<file path="config.mk">
export PLATFORM = sky130hd
export DESIGN_NAME = linear_probe_hash_table
export DESIGN_NICKNAME = d
export VERILOG_FILES = /design/src/rtl/lpht_pkg.sv /design/src/rtl/lpht_ctrl.sv /design/src/rtl/lpht_datapath.sv /design/src/rtl/linear_probe_hash_table.sv
export SDC_FILE = /design/constraint.sdc
export NUM_CORES = 1
export LEC_CHECK = 0
export ABC_AREA = 1
export BUFFER_PORTS_ARGS = -buffer_cell sky130_fd_sc_hd__buf_2
export CAP_MARGIN = 20
export CELL_PAD_IN_SITES_DETAIL_PLACEMENT = 1
export CELL_PAD_IN_SITES_GLOBAL_PLACEMENT = 1
export CORE_MARGIN = 3
export CORE_UTILIZATION = 43
export CTS_CLUSTER_DIAMETER = 50
export DETAILED_ROUTE_END_ITERATION = 12
export GPL_ROUTABILITY_DRIVEN = 0
export GPL_TIMING_DRIVEN = 0
export PLACE_DENSITY_LB_ADDON = 0.08
export SYNTH_ARGS = -nofsm -noshare
export SYNTH_HDL_FRONTEND = slang
export SYNTH_SLANG_ARGS = --single-unit
</file>
<file path="constraint.sdc">
create_clock -name clk -period 4.41 [get_ports clk]
set_input_delay 0 -clock clk [delete_from_list [all_inputs] [get_ports clk]]
set_output_delay 0 -clock clk [all_outputs]
set_load 0.1 [all_outputs]
</file>
<file path="src/rtl/lpht_pkg.sv">
// ----------------------------------------------------------------------------
// lpht_pkg
// shared constants, codes and control structs of the linear probe hash table
// ----------------------------------------------------------------------------
package lpht_pkg;

  localparam int TBL_SIZE = 16;
  localparam int IDX_W    = $clog2(TBL_SIZE);
  localparam int KEY_W    = 32;
  localparam int STATUS_W = 3;
  localparam int SLOT_W   = 4;

  localparam logic OP_INSERT = 1'b0;
  localparam logic OP_SEARCH = 1'b1;

  localparam logic [STATUS_W-1:0] ST_INSERTED  = 3'd0;
  localparam logic [STATUS_W-1:0] ST_FOUND     = 3'd1;
  localparam logic [STATUS_W-1:0] ST_NOT_FOUND = 3'd2;
  localparam logic [STATUS_W-1:0] ST_FULL      = 3'd3;
  localparam logic [STATUS_W-1:0] ST_INVALID   = 3'd4;

  // controller to datapath
  typedef struct packed {
    logic load;    // take a new word, read its home slot
    logic step;    // move to the next slot
    logic finish;  // register the result, commit any write
  } lpht_cmd_t;

  // datapath to controller
  typedef struct packed {
    logic hit;       // probe has reached its outcome
    logic out_free;  // output register can take a result this cycle
  } lpht_sts_t;

endpackage

</file>
<file path="src/rtl/lpht_ctrl.sv">
// ----------------------------------------------------------------------------
// lpht_ctrl
// probe sequencer: idle, then one slot per cycle until the outcome is known
// ----------------------------------------------------------------------------
module lpht_ctrl (
  input  logic              clk,
  input  logic              rst_n,
  input  logic              in_valid,
  output logic              in_ready,
  input  lpht_pkg::lpht_sts_t sts,
  output lpht_pkg::lpht_cmd_t cmd
);
  import lpht_pkg::*;

  typedef enum logic [1:0] {
    S_IDLE  = 2'b01,
    S_PROBE = 2'b10
  } state_t;

  state_t state_r, state_nxt;

  assign in_ready   = (state_r == S_IDLE);
  assign cmd.load   = (state_r == S_IDLE) && in_valid;
  assign cmd.step   = (state_r == S_PROBE) && !sts.hit;
  assign cmd.finish = (state_r == S_PROBE) && sts.hit && sts.out_free;

  always_comb begin
    state_nxt = state_r;
    case (state_r)
      S_IDLE: begin
        if (in_valid) state_nxt = S_PROBE;
      end
      S_PROBE: begin
        if (cmd.finish) state_nxt = S_IDLE;
      end
      default: state_nxt = S_IDLE;
    endcase
  end

  always_ff @(posedge clk) begin
    if (!rst_n) begin
      state_r <= S_IDLE;
    end else begin
      state_r <= state_nxt;
    end
  end

endmodule

</file>
<file path="src/rtl/lpht_datapath.sv">
// ----------------------------------------------------------------------------
// lpht_datapath
// key store with per-slot valid bits, probe pointer, outcome logic and
// output register
// ----------------------------------------------------------------------------
module lpht_datapath (
  input  logic                            clk,
  input  logic                            rst_n,
  input  lpht_pkg::lpht_cmd_t             cmd,
  output lpht_pkg::lpht_sts_t             sts,
  input  logic                            in_opcode,
  input  logic [lpht_pkg::KEY_W-1:0]      in_key,
  output logic                            out_valid,
  input  logic                            out_ready,
  output logic [lpht_pkg::STATUS_W-1:0]   out_status,
  output logic [lpht_pkg::SLOT_W-1:0]     out_slot,
  output logic                            out_collided
);
  import lpht_pkg::*;

  logic [KEY_W-1:0]    key_mem [TBL_SIZE];
  logic [TBL_SIZE-1:0] valid_r;

  logic [KEY_W-1:0]    key_r;
  logic                op_r;
  logic [IDX_W-1:0]    pos_r;
  logic [IDX_W-1:0]    cnt_r;
  logic                coll_r;
  logic [KEY_W-1:0]    rd_q;
  logic                rd_vld_q;

  logic [IDX_W-1:0]    home;
  logic [IDX_W-1:0]    pos_inc;
  logic [IDX_W-1:0]    rd_addr;
  logic                last;
  logic                empty;
  logic                match;
  logic                coll_now;
  logic                wr_en;

  logic [STATUS_W-1:0] res_status;
  logic [SLOT_W-1:0]   res_slot;
  logic                res_coll;
  logic                res_hit;

  logic                out_valid_r;
  logic [STATUS_W-1:0] out_status_r;
  logic [SLOT_W-1:0]   out_slot_r;
  logic                out_coll_r;

  assign home    = IDX_W'(in_key % TBL_SIZE);
  assign pos_inc = (pos_r == IDX_W'(TBL_SIZE - 1)) ? '0 : pos_r + 1'b1;
  assign last    = (cnt_r == IDX_W'(TBL_SIZE - 1));
  assign empty   = !rd_vld_q;
  assign match   = rd_vld_q && (rd_q == key_r);

  // home slot data is in the read register on the first probe cycle
  assign coll_now = (cnt_r == '0) ? (rd_vld_q && (rd_q != key_r)) : coll_r;

  always_comb begin
    if (cmd.load) begin
      rd_addr = home;
    end else if (cmd.step) begin
      rd_addr = pos_inc;
    end else begin
      rd_addr = pos_r;
    end
  end

  always_comb begin
    res_hit    = 1'b0;
    res_status = ST_NOT_FOUND;
    res_slot   = '0;
    res_coll   = coll_now;
    if (key_r == '0) begin
      res_hit    = 1'b1;
      res_status = ST_INVALID;
      res_coll   = 1'b0;
    end else if (op_r == OP_INSERT) begin
      if (empty) begin
        res_hit    = 1'b1;
        res_status = ST_INSERTED;
        res_slot   = SLOT_W'(pos_r);
      end else if (last) begin
        res_hit    = 1'b1;
        res_status = ST_FULL;
      end
    end else begin
      if (match) begin
        res_hit    = 1'b1;
        res_status = ST_FOUND;
        res_slot   = SLOT_W'(pos_r);
      end else if (empty || last) begin
        res_hit    = 1'b1;
        res_status = ST_NOT_FOUND;
      end
    end
  end

  assign wr_en = cmd.finish && (res_status == ST_INSERTED);

  assign sts.hit      = res_hit;
  assign sts.out_free = !out_valid_r || out_ready;

  // key store, registered read
  always_ff @(posedge clk) begin
    if (wr_en) key_mem[pos_r] <= key_r;
    rd_q <= key_mem[rd_addr];
  end

  always_ff @(posedge clk) begin
    if (!rst_n) begin
      valid_r  <= '0;
      rd_vld_q <= 1'b0;
    end else begin
      if (wr_en) valid_r[pos_r] <= 1'b1;
      rd_vld_q <= valid_r[rd_addr];
    end
  end

  always_ff @(posedge clk) begin
    if (cmd.load) begin
      key_r  <= in_key;
      op_r   <= in_opcode;
      pos_r  <= home;
      cnt_r  <= '0;
    end else if (cmd.step) begin
      pos_r  <= pos_inc;
      cnt_r  <= cnt_r + 1'b1;
      coll_r <= coll_now;
    end
  end

  always_ff @(posedge clk) begin
    if (!rst_n) begin
      out_valid_r <= 1'b0;
    end else if (cmd.finish) begin
      out_valid_r <= 1'b1;
    end else if (out_ready) begin
      out_valid_r <= 1'b0;
    end
  end

  always_ff @(posedge clk) begin
    if (cmd.finish) begin
      out_status_r <= res_status;
      out_slot_r   <= res_slot;
      out_coll_r   <= res_coll;
    end
  end

  assign out_valid    = out_valid_r;
  assign out_status   = out_status_r;
  assign out_slot     = out_slot_r;
  assign out_collided = out_coll_r;

endmodule

</file>
<file path="src/rtl/linear_probe_hash_table.sv">
// ----------------------------------------------------------------------------
// linear_probe_hash_table
// open-addressing hash set of 16 nonzero 32-bit keys with linear probing
// ----------------------------------------------------------------------------
// One word is taken at a time. The cycle it is accepted reads the home slot
// (key modulo 16); after that one slot is examined per cycle through the
// single read port of the key store, 1 to 16 slots in all. When the outcome
// is known the result is registered and the block returns to idle, where the
// next word can be accepted. Key zero is rejected on its first probe. The
// result sits in an output register, so a held result does not stop the next
// word from being accepted; the probe only stalls on its outcome if the
// previous result has still not been taken. Reset empties the table at once
// through per-slot valid bits: there is no clearing pass.
module linear_probe_hash_table (
  input  logic                            clk,
  input  logic                            rst_n,
  input  logic                            in_valid,
  output logic                            in_ready,
  input  logic                            in_opcode,
  input  logic [lpht_pkg::KEY_W-1:0]      in_key,
  output logic                            out_valid,
  input  logic                            out_ready,
  output logic [lpht_pkg::STATUS_W-1:0]   out_status,
  output logic [lpht_pkg::SLOT_W-1:0]     out_slot,
  output logic                            out_collided
);
  import lpht_pkg::*;

  lpht_cmd_t cmd;
  lpht_sts_t sts;

  lpht_ctrl u_ctrl (
    .clk      (clk),
    .rst_n    (rst_n),
    .in_valid (in_valid),
    .in_ready (in_ready),
    .sts      (sts),
    .cmd      (cmd)
  );

  lpht_datapath u_dp (
    .clk          (clk),
    .rst_n        (rst_n),
    .cmd          (cmd),
    .sts          (sts),
    .in_opcode    (in_opcode),
    .in_key       (in_key),
    .out_valid    (out_valid),
    .out_ready    (out_ready),
    .out_status   (out_status),
    .out_slot     (out_slot),
    .out_collided (out_collided)
  );

endmodule

</file>
==> qor.yml, run 1 <==
drc: 0
placed_cells: 2839
yosys_register_bits: 614
worstSetupStartpointType: "flip-flop"
grt_max_degree: 24
n_antenna_cell: 0
grt_usage: 0.251
cts.sinks: 614
rows: 88
coreArea_um2: 57800
syn_area_um2: 25200
ff_latch_area_um2: 17800
worst_pin_slew_ps: 945
ctsRootBufferMaster: "clkbuf_16"
port_buffers: 46
hp-class: "input pin to flip-flop"
power_mw: 15.3
hold_violations: 0
dp_hpwl_mm: 49.8
grt_overflow: 0
clk_pin_slew_worst_paths_ps: 60
drt-pass1-iter-count: 6
ys_seq_area_frac: 0.708
wl_mm: 76.4
min_period_ps: 4160
p_clk_frac: 0.411
sw_frac_of_total: 0.278
cts_buffers: 77
whs_ps: 80.4
vias: 16600
mostFrequentLayoutCells: "edfxtp_1 (554), nand2_1 (299), inv_1 (279)"
synthCells: 1999
fin_skew_ps: 37.2
combPwrFrac: 0.154
seqPwrFrac: 0.435
drive_gt1_frac: 0.191
die_h_um: 248
finalCritPeriodShare: 0.943
detail_route.wl_per_cell_um: 24.9
viasPerCell: 5.40
p_leak_nw: 11.4
regToRegSetupSlack_ps: 250
final_cell_area_um2: 30500
multi_input_area_um2: 5720
setup_viol: 0
fin_cells: 3068
fin_nets: 2283
drtIter0Drc: 1288
tritoncts: "yes"
power_switching_mw: 4.26
start_util: 0.436
final_common_cell: "edfxtp_1"
drv_slew: 0
ys_warn_count: 0
area_delta_synth_final_pct: 21.0
finish.utilization: 0.527
ir_worst_vdd_uv: 344
die-area_um2: 61500
synth.avg_cell_area_um2: 12.6
timing.slew.headroom: 0.370
cp.required_ps: 4710
die_w_um: 248
critPathKind: "flip-flop to flip-flop"
antenna_found_initial: 2
synth_cell_types: 36
io_pins: 47
cp_max_fo: 18
clk_path_buf_depth: 3
grt_pass1_wl_mm: 111
fmax_mhz: 240
cts-htree-levels: 3
power.internal_mw: 11.0
crit_arrival_ps: 4460
fill_cells: 5799
outcome: "complete, no violations"
powerDensity_nw_per_um2: 502
placed_area_um2: 27000
grt_pass1_vias: 17100
ant_nets: 0
clk_latency_ps: 620
end_kind: "flip-flop"
max-cap-violations: 0
synth_nets: 2042
through the flow:
step	TNS, ps	worst slack (ps)
2_1_floorplan	-24980	-259
3_3_place_gp	-1391310	-4670
3_5_place_dp	-68480	-483
4_1_cts	0	3.54
5_1_grt	-0.858	-0.858
6_report	0	250
area by class of cell:
class | count | share of cell area
flip-flops and latches | 614 | 0.585
multi-input cells | 993 | 0.188
clock buffers | 107 | 0.0737
repair buffers | 162 | 0.0528
inverters | 284 | 0.0350
well taps | 765 | 0.0314
plain buffers | 108 | 0.0230
clock inverters | 35 | 0.0109
Yosys cell counts, drive strengths merged:
library cell | n | area [um^2]
o211ai | 224 | 2010
nor2 | 102 | 393
nor4 | 5 | 37.5
ha | 6 | 75.1
nand3 | 191 | 978
a31oi | 1 | 6.26
or2 | 4 | 25.0
clkbuf | 17 | 63.8
nor3 | 12 | 65.1
inv | 283 | 1060
xnor2 | 26 | 228
nand2 | 301 | 1140
nand4 | 4 | 25.0
o21ai | 106 | 538
edfxtp | 554 | 16600
clkinv | 1 | 3.75
dfxtp | 60 | 1200
buf | 91 | 636
a21oi | 11 | 58.8
logic make-up after synthesis:
kind of cell,Yosys count,synth area share
adders and majority gates,6,0.00298
AOI/OAI and AO/OA,342,0.104
DFF,614,0.708
and+or+nand+nor,619,0.106
buffers and inverters,392,0.0701
xor gates and xnor gates,26,0.00904
layer usage:
metal  routed length (um)  share of wire  GRT usage
met1                33600           0.44      0.340
met2                37200           0.49      0.424
met3                 3550          0.046     0.0354
met4                 1940          0.025     0.0714
met5                   17        0.00022          0
power groups by stage:
stage	Clock (mW)	Combinational, mW	Sequential [mW]
global route	6.63	2.57	6.66
CTS	6.40	2.37	6.65
detailed placement	0	2.24	6.81
global placement	0	2.18	6.81
floorplan	0	1.41	6.76
finish	6.29	2.36	6.65
flip-flops by register name, indices dropped and copies added, names as in the netlist, 2 cells and up:
signal	flops
u_dp.valid_r	16
u_dp.out_slot	4
u_dp.key_mem	512
u_dp.key_r	32
u_dp.out_status	3
u_dp.rd_q	32
u_ctrl.state_r	2
u_dp.cnt_r	4
u_dp.pos_r	4
worst paths after layout:
path | startpoint | end | cells after the start
max | u_dp.key_r[6]$_DFFE_PP_ | u_dp.key_mem[7][12]$_DFFE_PP_ | 15
min | in_valid | u_dp.cnt_r[2]$_SDFFE_PP0N_ | 5
max reg2reg | u_dp.key_r[6]$_DFFE_PP_ | u_dp.key_mem[7][12]$_DFFE_PP_ | 15
min reg2reg | u_dp.valid_r[0]$_SDFFE_PN0P_ | u_dp.valid_r[0]$_SDFFE_PN0P_ | 2
worst max-delay path, cell delays in order (launching register included):
cell and delay, ps:
edfxtp_1 650, nor2_2 340, nand2_1 140, nor3_2 250
nand3_1 170, nor2_4 310, nor2_2 130, nand2_1 100
nand3_1 180, nor4_4 290, inv_1 240, nor3_4 270
buf_6 200, buf_6 160, buf_6 160, buf_6 190
what timing repair did:
action,in CTS,in global routing
setup buffers,39,12
gates resized for setup,3,2
pin swaps,3,4
hold endpoints to repair,43,0
hold buffers,36,0
setup endpoints to repair,391,230
(Power assumes the default switching activity.)
==> run 2: changes to the inputs <==
==> constraint.sdc (replaced) <==
create_clock -name clk -period 3.75 [get_ports clk]
set_input_delay 0.375 -clock clk [delete_from_list [all_inputs] [get_ports clk]]
set_output_delay 0.375 -clock clk [all_outputs]
set_load 0.1 [all_outputs]
==> run 2 against run 1 <==
Against the previous run:
- clock skew down 3.4 ps
- flip-flop and latch count unchanged
- critical path type unchanged
- combinational power up 24%
- count of clock-buffer cells in the layout down 5
- power up 18%
==> qor.yml, run 2 (synthesis results as in run 1) <==
worstSetupStartpointType: "flip-flop"
cp_max_fo: 10
area_delta_synth_final_pct: 22.8
die_h_um: 248
vias: 17000
ctsRootBufferMaster: "clkbuf_16"
rows: 88
ant_nets: 0
min_period_ps: 3630
final_common_cell: "edfxtp_1"
cts_buffers: 76
drv_slew: 0
die-area_um2: 61500
grt_overflow: 0
detail_route.wl_per_cell_um: 25.8
drive_gt1_frac: 0.218
timing.rr.end: "u_dp.rd_q[5]$_DFF_P_"
finish.utilization: 0.535
hp-class: "input pin to flip-flop"
grt_pass1_wl_mm: 118
p_leak_nw: 11.6
end_kind: "flip-flop"
min_from: "out_ready"
die_w_um: 248
crit_arrival_ps: 4140
io_pins: 47
tritoncts: "yes"
fin_cells: 3113
mostFrequentLayoutCells: "edfxtp_1 (554), nand2_1 (293), inv_1 (278)"
ir_worst_vdd_uv: 432
cp.required_ps: 4260
grt_pass1_vias: 17700
max-cap-violations: 0
wl_mm: 80.4
fin_skew_ps: 33.7
drtIter0Drc: 1461
grt_max_degree: 24
start_util: 0.436
worst_pin_slew_ps: 789
cts.sinks: 614
r2r-start: "u_dp.key_r[25]$_DFFE_PP_"
largest_register_ffs: 512
coreArea_um2: 57800
fmax_mhz: 275
worstSetupStartpoint: "u_dp.key_r[25]$_DFFE_PP_"
setup_viol: 0
fin_nets: 2328
cts-htree-levels: 3
crit_path_end: "u_dp.rd_q[5]$_DFF_P_"
powerDensity_nw_per_um2: 585
regToRegSetupSlack_ps: 120
grt_usage: 0.266
timing.slew.headroom: 0.474
dp_hpwl_mm: 50.6
placed_cells: 2838
drt-pass1-iter-count: 6
regMostFlops: "u_dp.key_mem"
clk_pin_slew_worst_paths_ps: 60
clk_latency_ps: 630
largestRegisters: "u_dp.key_mem (512), u_dp.key_r (32), u_dp.rd_q (32)"
fill_cells: 5891
critPathKind: "flip-flop to flip-flop"
antenna_found_initial: 3
place_ws_ps: -935
hold_violations: 0
outcome: "complete, no violations"
setup_ws_ps: 116
clk_path_buf_depth: 3
worst_r2r_path_depth: 16
finalCritPeriodShare: 0.969
viasPerCell: 5.46
port_buffers: 46
n_antenna_cell: 0
drc: 0
==> run 2: final cells by class <==
class,count,area (um^2),share of cell area
tap,765,957,0.0310
inverter,284,1070,0.0346
sequential,614,17800,0.577
multi-input combinational,994,5820,0.188
clock inverter,39,433,0.0140
clock buffer,102,2100,0.0679
buffer,108,743,0.0240
timing repair buffer,207,1960,0.0633
==> run 2: report_power, final <==
part	switching, mW	leakage [nW]	total (mW)	internal [mW]
sequential	0.123	5.50	7.79	7.66
clock	2.92	1.25	7.39	4.46
combinational	2.00	4.88	2.93	0.924
==> run 2: worst min path at each step <==
stage	depth (start not counted)	slack, ps	to
after floorplan	1	430	u_dp.cnt_r[2]$_SDFFE_PP0N_
after global placement	2	450	u_dp.valid_r[1]$_SDFFE_PN0P_
after detailed placement	2	460	u_dp.valid_r[9]$_SDFFE_PN0P_
after CTS	4	10	u_dp.out_valid$_SDFFE_PN0P_
after global routing	4	80	u_dp.out_valid$_SDFFE_PN0P_
final	4	60	u_dp.out_valid$_SDFFE_PN0P_
==> run 2: metal layers <==
metal	up-vias	GRT usage	routed length (um)
met3	136	0.0417	4390
met4	2	0.0762	2090
met2	513	0.451	39200
li1	7649	-	-
met5	-	0	12
met1	8708	0.356	34700
==> run 2: timing repair <==
item                                    4_1_cts  5_1_grt
pin swaps                                    14        3
hold endpoints to repair                     33        0
cloned                                        1        0
buffers inserted                             81       19
endpoints found under the setup margin      558      546
gates resized for setup                      25       27
hold buffers                                 33        0
==> run 2: stage by stage <==
step | power, mW | instance area, um^2 | setup TNS, ps | hold slack, ps
finish | 18.1 | 30900 | 0 | 62.9
global route | 18.8 | 30900 | -382 | 81.5
CTS | 18.2 | 30700 | -2970 | 12.6
detailed placement | 10.7 | 27000 | -303850 | 462
global placement | 10.6 | 26400 | -1595400 | 450
floorplan | 9.60 | 25200 | -109350 | 434
==> run 2: worst max-delay path, cell delays in order, from the launching register on <==
cell      delay [ps]
edfxtp_1         480
or2_1            310
nor3_2           340
nand3_2          190
nor2_4           270
nor2_2           110
nand3_4          140
buf_6            140
o21ai_1           60
nand3_1          100
o21ai_2          130
inv_2            100
buf_2            370
buf_2            390
nand3_1          160
nand3_1          120
nand2_1           50
